==> src/sv/nns_pkg.sv <==
`default_nettype none

package nns_pkg;

    localparam int MAX_DIMENSION = 128;
    localparam int FRACTION_BITS = 16;

    localparam int DIM_W       = 8;
    localparam int ACC_W       = DIM_W + FRACTION_BITS;
    localparam int ADDR_W      = $clog2(MAX_DIMENSION * MAX_DIMENSION);
    localparam int STORE_DEPTH = MAX_DIMENSION * MAX_DIMENSION;
    localparam int PIXEL_W     = 32;
    localparam int COORD_W     = 7;
    localparam int CFG_INDEX_W = 2;
    localparam int DIV_COUNT_W = $clog2(ACC_W);

    // register indexes of the configuration port
    localparam logic [CFG_INDEX_W-1:0] CFG_SOURCE_WIDTH  = 2'd0;
    localparam logic [CFG_INDEX_W-1:0] CFG_SOURCE_HEIGHT = 2'd1;
    localparam logic [CFG_INDEX_W-1:0] CFG_TARGET_WIDTH  = 2'd2;
    localparam logic [CFG_INDEX_W-1:0] CFG_TARGET_HEIGHT = 2'd3;

    // request kinds carried on the input tuser
    localparam logic CMD_LOAD = 1'b0;
    localparam logic CMD_EMIT = 1'b1;

    localparam logic [DIM_W-1:0] DIM_MAX = DIM_W'(MAX_DIMENSION);

    typedef struct packed {
        logic load;
        logic emit;
        logic div_start;
    } cmd_t;

    typedef struct packed {
        logic div_busy;
        logic target_zero;
    } status_t;

    function automatic logic [DIM_W-1:0] source_dim(input logic [DIM_W-1:0] v);
        logic [DIM_W-1:0] r;
        r = v;
        if (v == '0) r = DIM_W'(1);
        else if (v > DIM_MAX) r = DIM_MAX;
        return r;
    endfunction

    function automatic logic [DIM_W-1:0] target_dim(input logic [DIM_W-1:0] v);
        logic [DIM_W-1:0] r;
        r = v;
        if (v > DIM_MAX) r = DIM_MAX;
        return r;
    endfunction

endpackage

`default_nettype wire

==> src/sv/nns_ctrl.sv <==
`default_nettype none

module nns_ctrl (
    input  wire logic             aclk,
    input  wire logic             aresetn,
    input  wire logic             cfg_we,
    input  wire logic             s_tvalid,
    output logic                  s_tready,
    input  wire logic             s_command,
    output logic                  m_tvalid,
    input  wire logic             m_tready,
    output nns_pkg::cmd_t         cmd,
    input  wire nns_pkg::status_t status
);
    import nns_pkg::*;

    typedef enum logic [2:0] {
        S_READY  = 3'b001,
        S_START  = 3'b010,
        S_DIVIDE = 3'b100
    } state_t;

    state_t state_reg, state_next;
    logic   m_valid_reg, m_valid_next;
    logic   s_accept;

    assign s_tready = (state_reg == S_READY) && !cfg_we && (!m_valid_reg || m_tready);
    assign s_accept = s_tvalid && s_tready;

    always_comb begin
        cmd.load      = s_accept && (s_command == CMD_LOAD);
        cmd.emit      = s_accept && (s_command == CMD_EMIT) && !status.target_zero;
        cmd.div_start = (state_reg == S_START);
    end

    // every register write restarts the step division
    always_comb begin
        state_next = state_reg;
        case (state_reg)
            S_READY:  if (cfg_we) state_next = S_START;
            S_START:  if (!cfg_we) state_next = S_DIVIDE;
            S_DIVIDE: begin
                if (cfg_we) state_next = S_START;
                else if (!status.div_busy) state_next = S_READY;
            end
            default:  state_next = S_READY;
        endcase
    end

    always_comb begin
        m_valid_next = m_valid_reg;
        if (cmd.emit) m_valid_next = 1'b1;
        else if (m_tready) m_valid_next = 1'b0;
    end

    always_ff @(posedge aclk) begin
        if (!aresetn) begin
            state_reg   <= S_READY;
            m_valid_reg <= 1'b0;
        end else begin
            state_reg   <= state_next;
            m_valid_reg <= m_valid_next;
        end
    end

    assign m_tvalid = m_valid_reg;

endmodule

`default_nettype wire

==> config.mk <==
export PLATFORM = sky130hd
export DESIGN_NAME = nns_ctrl
export DESIGN_NICKNAME = d
export VERILOG_FILES = /design/src/sv/nns_pkg.sv /design/src/sv/nns_ctrl.sv
export SDC_FILE = /design/constraint.sdc
export NUM_CORES = 1
export LEC_CHECK = 0
export BUFFER_PORTS_ARGS = -buffer_cell sky130_fd_sc_hd__buf_2
export CAP_MARGIN = 25
export CELL_PAD_IN_SITES_DETAIL_PLACEMENT = 1
export CELL_PAD_IN_SITES_GLOBAL_PLACEMENT = 1
export CORE_AREA = 4 4 41 43
export DETAILED_ROUTE_END_ITERATION = 8
export DIE_AREA = 0 0 45 47
export PLACE_DENSITY_LB_ADDON = 0.1
export SLEW_MARGIN = 15
export SYNTH_ARGS = -nofsm -noshare
export SYNTH_HDL_FRONTEND = slang
export SYNTH_SLANG_ARGS = --single-unit
==> constraint.sdc <==
create_clock -name aclk -period 2.4 [get_ports aclk]
set_input_delay 0.72 -clock aclk [delete_from_list [all_inputs] [get_ports aclk]]
set_output_delay 0.72 -clock aclk [all_outputs]
set_load 0.005 [all_outputs]
==> results of run 1 <==
Yosys cell counts:
cell type / instances
and2_1: 1
and4bb_2: 1
buf_4: 1
dfxtp_1: 4
inv_1: 1
mux2i_1: 1
nand2b_1: 1
nand2b_4: 1
nand3b_1: 1
nor2_1: 2
nor2b_1: 1
nor3b_1: 1
nor3b_2: 1
nor4b_1: 2
o2111a_1: 1
o21ai_0: 2
o31ai_1: 1
or4b_1: 1
xor2_1: 1
per-stage QoR:
stage / TNS, ns / power [mW] / setup WS (ns) / std cells
after floorplan: 0 / 0.09262 / 0.1280 / 25
after global placement: -0.04347 / 0.1062 / -0.04347 / 52
after detailed placement: -0.07254 / 0.1082 / -0.06156 / 52
after CTS: -0.03565 / 0.1957 / -0.03565 / 55
after global routing: -0.08640 / 0.2024 / -0.07971 / 55
final: -0.02808 / 0.1910 / -0.02808 / 55
layer usage:
metal	wire, µm	vias up
met3	68	0
met4	0	0
met5	0	-
met1	241	122
li1	-	122
met2	309	12
area by class of cell:
class | instances | area, µm²
clock buffers | 3 | 22.52
multi-input cells | 19 | 158.9
fillers | 167 | 943.4
repair buffers | 13 | 73.82
flip-flops and latches | 4 | 80.08
well taps | 15 | 18.77
inverters | 1 | 3.754
power breakdown:
group	leakage [nW]	total, mW	switching [mW]	internal, mW
clock	0.0138	0.0822	0.0263	0.0558
sequential	0.0327	0.0754	0.00534	0.0700
combinational	0.117	0.0334	0.0122	0.0213
total	0.164	0.191	0.0438	0.147
worst paths after layout:
path / endpoint / from / cells past startpoint
hold / removal: state_reg[2] / state_reg[0] / 1
setup reg to reg: m_tvalid / state_reg[0] / 3
setup / recovery: cmd[2] / cfg_we / 5
hold reg to reg: state_reg[2] / state_reg[0] / 1
kinds of logic (layout without fill, tap and decap cells):
kind of cell	Yosys count	in the layout	synth area share, %
AOI/OAI and AO/OA	4	4	11.68
buffers and inverters	2	17	4.568
DFF	4	4	32.49
xor gates and xnor gates	1	1	3.554
and+or+nand+nor	13	13	43.66
muxes	1	1	4.061
worst max-delay path, stage by stage:
cell      delay (ns)
buf_6           0.09
or4b_4          0.47
nand2b_4        0.16
nor3b_2         0.14
buf_2           0.13
repair_timing:
item / CTS / global route
gates resized for setup: 2 / 0
pin swaps: 1 / 0
endpoints found under the setup margin: 2 / 2
gates cloned: 0 / 0
setup buffers: 0 / 0
==> results.py, run 1 <==
metrics = {
    "synth": {
        "synth_cell_types": 19,
        "synthesis.area_um2": 246.5,
        "synth-seq-cells": 4,
        "syn-num-nets": 33,
        "synth_top_area_share_pct": 32.49,
        "ys_top_cells_by_area": "dfxtp_1 32%, nor4b_1 7.1%, nand2b_4 5.6%",
        "synthCells": 25,
        "avgSynthCellArea_um2": 9.859,
        "yosys_warnings": 0,
        "yosysSeqAreaShare_pct": 32.49,
        "synth_area_leader_cell": "dfxtp_1",
    },
    "critical_path": {
        "crit_arrival_ns": 1.71,
        "endpoint_kind": "primary output",
        "path_max_fanout": 3,
        "r2r_slack_ns": 1.15,
        "worstSetupPathType": "in2out",
        "start_kind": "primary input",
        "crit_required_ns": 1.68,
    },
    "global_route": {
        "gr-total-overflow": 0,
        "use_met1_pct": 7.289,
        "grt_pass1_vias": 266,
        "met3_usage_pct": 4.981,
        "grt_pass1_wl_um": 1021,
        "met2_usage_pct": 11.30,
        "grt_max_degree": 9,
        "grt.busiest_layer": "met2",
        "grt_use_total_pct": 6.957,
        "antenna_found_initial": 0,
    },
    "clock_network": {
        "cts_buffer_depth": 2,
        "clkSinkCount": 4,
        "clk_pin_slew_ns": 0.03,
        "cts_tree": "yes",
        "cts_root_buf": "clkbuf_4",
        "clk_latency_ns": 0.23,
        "hold_buffers": 0,
        "cts_buffers": 3,
        "htreeDepth": 1,
    },
    "cells_and_area": {
        "drive_gt1_share_pct": 50.00,
        "area_growth_pct": 45.18,
        "layout_commonest_cell": "buf_2",
        "fin_area_um2": 357.8,
        "largest_reg_flops": 3,
        "nNetsFinal": 50,
        "antennaDiodeCount": 0,
        "fin_util_pct": 27.50,
        "layout_common_cells": "11 x buf_2, 4 x dfxtp_1, 3 x clkbuf_4",
    },
    "power_and_ir_drop": {
        "powerDensity_nw_per_um2": 533.7,
        "irDropWorstVdd_mv": 0.2720,
        "leakagePower_nw": 0.1637,
    },
    "floorplan": {
        "die_area_um2": 2115,
        "initial_core_util_pct": 18.94,
        "core.rowCount": 13,
        "chipWidth_um": 45,
        "core_um2": 1301,
        "io_pins": 13,
        "die_height_um": 47,
    },
    "placed_design": {
        "place_hpwl_um": 517.7,
        "placed_cell_area_um2": 325.3,
        "io_buffer_count": 12,
        "finalWeightedCongestion": 0.7689,
    },
    "sta": {
        "fmax_ghz": 0.4118,
        "finalSetupViolCount": 1,
        "worst_pin_slew_ns": 0.2569,
        "rsz0062_at_grt": "true",
        "fin_worst_hold_slack_ns": 0.5741,
        "slew_headroom_pct": 82.64,
        "layout_min_cycle_time_ns": 2.428,
        "fin_skew_ns": 0.004530,
        "slew_violations": 0,
        "hold_viol_final": 0,
        "period_share_pct": 101.2,
        "setup_ws_ns": -0.02808,
    },
    "routing": {
        "vias": 256,
        "antenna_left": 0,
        "drc": 0,
        "firstDrtPassIters": 1,
        "routed_wl_um": 618,
        "viasPerCell": 4.655,
        "drt_iter0_drc": 0,
        "routedWlPerCell_um": 11.24,
    },
    "hold_path": {
        "hp-class": "reg2reg",
    },
    "status": {
        "outcome": "complete, but fails checks",
        "violations": "negative setup slack",
    },
    "run": {
        "drv_cap": 0,
    },
}
Power figures use the tool's default switching activity.
==> run 2, diff against run 1 <==
- SLEW_MARGIN: 15 -> 20
- clock period: 2.4 -> 2.2 ns (I/O delays scaled with it)
==> run 2 against run 1 <==
- the flow still finishes with violations (negative setup slack)
- global-route usage rose by 0.94 points
- worst setup slack lost 0.11 ns
- clock skew is 0.0013 ns higher
- largest power group unchanged
- cell area rose by 10%
- register-to-register slack worse by 0.13 ns
- largest cell class unchanged
- die area is the same
- final cell count rose by 7.3%
==> results.py, run 2 (synthesis gave the netlist of run 1 again) <==
metrics = {
    "routing": {
        "routedWlPerCell_um": 11.61,
        "vias": 267,
        "top_layer": "met3",
        "firstDrtPassIters": 1,
        "dr_wl_met3_um": 79,
        "drt_iter0_drc": 0,
        "wl_met2_um": 365,
        "antenna_left": 0,
        "routed_wl_um": 685,
        "wl_met1_um": 241,
        "viasPerCell": 4.525,
        "drc": 0,
    },
    "critical_path": {
        "critPathSlowestCell": "or4b_4",
        "path_buf_inv": 2,
        "r2r_cells": 3,
        "endpoint_kind": "primary output",
        "cp.depth": 5,
        "crit_arrival_ns": 1.68,
        "crit_required_ns": 1.54,
        "start_kind": "primary input",
        "worstPathCellList": "buf_6 -> or4b_4 -> nand2b_4 -> nor3b_2 -> buf_2",
        "worstSetupPathType": "in2out",
        "cp_slowest_stage_delay_ns": 0.48,
        "critPathTopFamily": "simple AND/OR/NAND/NOR gates",
        "path_max_fanout": 3,
    },
    "placed_design": {
        "place_hpwl_um": 573.4,
        "io_buffer_count": 12,
        "place_ws_ns": -0.1968,
        "placed_cell_area_um2": 347.8,
        "finalWeightedCongestion": 0.7617,
        "place_inst": 55,
    },
    "power_and_ir_drop": {
        "irDropWorstVdd_mv": 0.2776,
        "power_uw": 219.9,
        "leakagePower_nw": 0.1833,
        "powerDensity_nw_per_um2": 558.0,
    },
    "sta": {
        "hold_viol_final": 0,
        "slew_headroom_pct": 81.19,
        "period_share_pct": 106.4,
        "layout_min_cycle_time_ns": 2.341,
        "finalSetupViolCount": 3,
        "rsz0062_at_grt": "true",
        "fmax_ghz": 0.4272,
        "slew_violations": 0,
        "setup_ws_ns": -0.1407,
        "fin_skew_ns": 0.005792,
        "worst_pin_slew_ns": 0.2783,
        "fin_worst_hold_slack_ns": 0.5538,
    },
    "clock_network": {
        "cts_root_buf": "clkbuf_4",
        "htreeDepth": 1,
        "cts_buffer_depth": 2,
        "clk_latency_ns": 0.24,
        "cts_buffers": 3,
        "cts_tree": "yes",
        "clkSinkCount": 4,
        "clk_pin_slew_ns": 0.04,
    },
    "cells_and_area": {
        "antennaDiodeCount": 0,
        "layout_common_cells": "10 x buf_2, 5 x buf_4, 4 x dfxtp_1",
        "drive_gt1_share_pct": 56.82,
        "largest_reg_flops": 3,
        "fin_cells": 59,
        "area_growth_pct": 59.90,
        "layout_commonest_cell": "buf_2",
        "fin_area_um2": 394.1,
        "nNetsFinal": 54,
    },
    "floorplan": {
        "die_area_um2": 2115,
        "chipWidth_um": 45,
        "initial_core_util_pct": 18.94,
        "core_um2": 1301,
        "core.rowCount": 13,
        "io_pins": 13,
        "die_height_um": 47,
    },
    "run": {
        "drv_cap": 0,
    },
    "hold_path": {
        "whs_path_depth": 2,
        "hp-class": "reg2reg",
    },
    "status": {
        "outcome": "complete, but fails checks",
        "violations": "negative setup slack",
    },
    "global_route": {
        "grt_max_degree": 8,
        "gr-total-overflow": 0,
        "grt_pass1_vias": 288,
        "antenna_found_initial": 0,
        "grt_use_total_pct": 7.899,
        "grt_pass1_wl_um": 1152,
    },
}
## run 2: cell types whose count changed in the layout (fill, tap and decap cells not counted), sizes merged
cell / change
buf: +4
## run 2: path summary, 6_finish.rpt
check,from,to,slack [ns]
hold reg to reg,state_reg[0],state_reg[2],0.55
hold / removal,state_reg[0],state_reg[2],0.55
setup reg to reg,state_reg[2],m_tvalid,1.02
setup / recovery,cfg_we,cmd[2],-0.14
## run 2: worst reg2reg max path, stage by stage (launching register included)
cell and delay [ns]:
dfxtp_1 0.30, or4b_4 0.53, o21ai_0 0.16, and2_1 0.13
## run 2: layer usage
metal  vias to the layer above  global-route usage (%)
met4                         0                   2.339
met2                        14                   15.54
met1                       122                   6.364
met3                         0                   4.981
li1                        131                       -
met5                         -                       0
## run 2: power breakdown
group          switching, mW  internal (mW)
Clock                 0.0299         0.0610
Combinational         0.0198         0.0312
Sequential           0.00163         0.0764
Total                 0.0514          0.169
## run 2: repair_timing
| item | CTS | global route |
|---|---|---|
| gates resized for setup | 4 | 0 |
| endpoints found under the setup margin | 3 | 3 |
| hold buffers | 0 | 0 |
| pin swaps | 1 | 0 |
| buffers inserted | 1 | 0 |
## run 2: through the flow
step           util [%]  TNS (ns)
2_1_floorplan         -         0
3_3_place_gp      26.73   -0.2620
3_5_place_dp      26.73   -0.3574
4_1_cts           30.29   -0.3216
5_1_grt           30.29   -0.4246
6_report          30.29   -0.2954
## run 2: area by class of cell
cell class | count | area (µm²)
clock buffer | 3 | 22.52
tap | 15 | 18.77
sequential | 4 | 80.08
inverter | 1 | 3.754
fill | 165 | 907.1
multi-input combinational | 19 | 158.9
timing repair buffer | 17 | 110.1
==> run 3, diff against run 2 <==
- BUFFER_PORTS_ARGS: -buffer_cell sky130_fd_sc_hd__buf_2 -> -buffer_cell sky130_fd_sc_hd__buf_4
- clock period: 2.2 -> 2.31 ns (I/O delays scaled with it)
==> run 3 against run 2 <==
- the run still ends with negative setup slack left
- via count shrank 6.4%
- global-route usage shrank 0.87 points
- cell area shrank 0.32%
- non-clock buffer count shrank 3
- core utilization shrank 0.096 points
- count of clock-buffer cells in the layout is the same
- sequential cell count is the same
- register-to-register slack gained 0.03 ns
- critical endpoint unchanged
==> results.py, run 3 (synthesis gave the netlist of run 1 again) <==
metrics = {
    "clock_network": {
        "clkSinkCount": 4,
        "cts_root_buf": "clkbuf_4",
        "cts_buffer_depth": 2,
        "clk_pin_slew_ns": 0.04,
        "cts_buffers": 3,
        "cts_tree": "yes",
        "clk_latency_ns": 0.23,
        "htreeDepth": 1,
    },
    "placed_design": {
        "io_buffer_count": 12,
        "place_ws_ns": -0.1224,
        "placed_cell_area_um2": 355.3,
        "place_hpwl_um": 529.8,
        "place_inst": 52,
        "finalWeightedCongestion": 0.7466,
    },
    "sta": {
        "fin_skew_ns": 0.006526,
        "slew_violations": 0,
        "fmax_ghz": 0.4186,
        "fin_worst_hold_slack_ns": 0.5648,
        "finalSetupViolCount": 3,
        "setup_ws_ns": -0.07912,
        "hold_viol_final": 0,
        "slew_headroom_pct": 80.63,
        "worst_pin_slew_ns": 0.2899,
        "layout_min_cycle_time_ns": 2.389,
        "rsz0062_at_grt": "true",
        "period_share_pct": 103.4,
        "tns_ns": -0.1565,
    },
    "global_route": {
        "grt_use_total_pct": 7.030,
        "grt_max_degree": 9,
        "antenna_found_initial": 0,
        "grt_pass1_vias": 262,
        "grt_pass1_wl_um": 1048,
        "gr-total-overflow": 0,
    },
    "hold_path": {
        "hp-class": "reg2reg",
        "whs_path_depth": 1,
    },
    "cells_and_area": {
        "fin_cells": 56,
        "area_growth_pct": 59.39,
        "drive_gt1_share_pct": 51.22,
        "fill_cells": 159,
        "nNetsFinal": 51,
        "layout_common_cells": "13 x buf_4, 4 x dfxtp_1, 3 x clkbuf_4",
        "seq_area_um2": 80.08,
        "antennaDiodeCount": 0,
        "layout_commonest_cell": "buf_4",
        "fin_util_pct": 30.19,
        "multiInputGateArea_um2": 158.9,
        "largest_reg_flops": 3,
        "fin_area_um2": 392.9,
    },
    "floorplan": {
        "core.rowCount": 13,
        "die_height_um": 47,
        "core_um2": 1301,
        "die_area_um2": 2115,
        "io_pins": 13,
        "initial_core_util_pct": 18.94,
        "chipWidth_um": 45,
    },
    "critical_path": {
        "worstSetupPathType": "in2out",
        "start_kind": "primary input",
        "crit_required_ns": 1.62,
        "crit_arrival_ns": 1.70,
        "path_max_fanout": 3,
        "r2r_cells": 3,
        "endpoint_kind": "primary output",
    },
    "routing": {
        "drc": 0,
        "firstDrtPassIters": 4,
        "drt_iter0_drc": 3,
        "antenna_left": 0,
        "vias": 250,
        "routedWlPerCell_um": 12.00,
        "viasPerCell": 4.464,
        "routed_wl_um": 672,
    },
    "power_and_ir_drop": {
        "leakagePower_nw": 0.1738,
        "power_uw": 206.5,
        "powerDensity_nw_per_um2": 525.7,
        "irDropWorstVdd_mv": 0.2908,
    },
    "status": {
        "outcome": "complete, but fails checks",
        "violations": "negative setup slack",
    },
    "run": {
        "drv_cap": 0,
    },
}
[run 3: cell types whose count changed in the layout (fill, tap and decap cells not counted)]
cell | before | now
inv_2 | 1 | 0
buf_4 | 5 | 13
buf_6 | 2 | 1
inv_1 | 0 | 1
buf_2 | 10 | 0
[run 3: layout make-up]
cell class | instances | share of cell area [%]
clock buffers | 3 | 5.732
inverters | 1 | 0.9554
multi-input cells | 19 | 40.45
flip-flops and latches | 4 | 20.38
well taps | 15 | 4.777
repair buffers | 14 | 27.71
[run 3: path summary, 6_finish.rpt]
check               startpoint           end  slack [ns]
setup reg to reg  state_reg[0]      m_tvalid        1.05
setup / recovery        cfg_we        cmd[2]       -0.08
hold reg to reg   state_reg[0]  state_reg[2]        0.56
hold / removal    state_reg[0]  state_reg[2]        0.56
[run 3: routing by layer]
layer / vias to the layer above / track usage [%] / part of all wire, %
li1: 125 / - / -
met1: 113 / 6.591 / 39
met2: 12 / 13.28 / 50
met3: 0 / 4.981 / 11
met4: 0 / 0 / 0
met5: - / 0 / 0
[run 3: what timing repair did]
action | in CTS | in global routing
setup endpoints to repair | 2 | 2
setup buffers | 0 | 1
hold endpoints to repair | 0 | 0
resized for setup | 2 | 0
pin swaps | 1 | 0
hold buffers | 0 | 0
[run 3: critical path, cell delays in order]
cell	delay, ns
buf_6	0.09
or4b_4	0.47
nand2b_4	0.16
nor3b_2	0.15
buf_4	0.13
[run 3: where the power goes]
group | internal [mW] | total (mW) | switching, mW
clock network | 0.0581 | 0.0859 | 0.0278
logic | 0.0289 | 0.0425 | 0.0136
registers | 0.0727 | 0.0782 | 0.00542
total | 0.160 | 0.207 | 0.0469
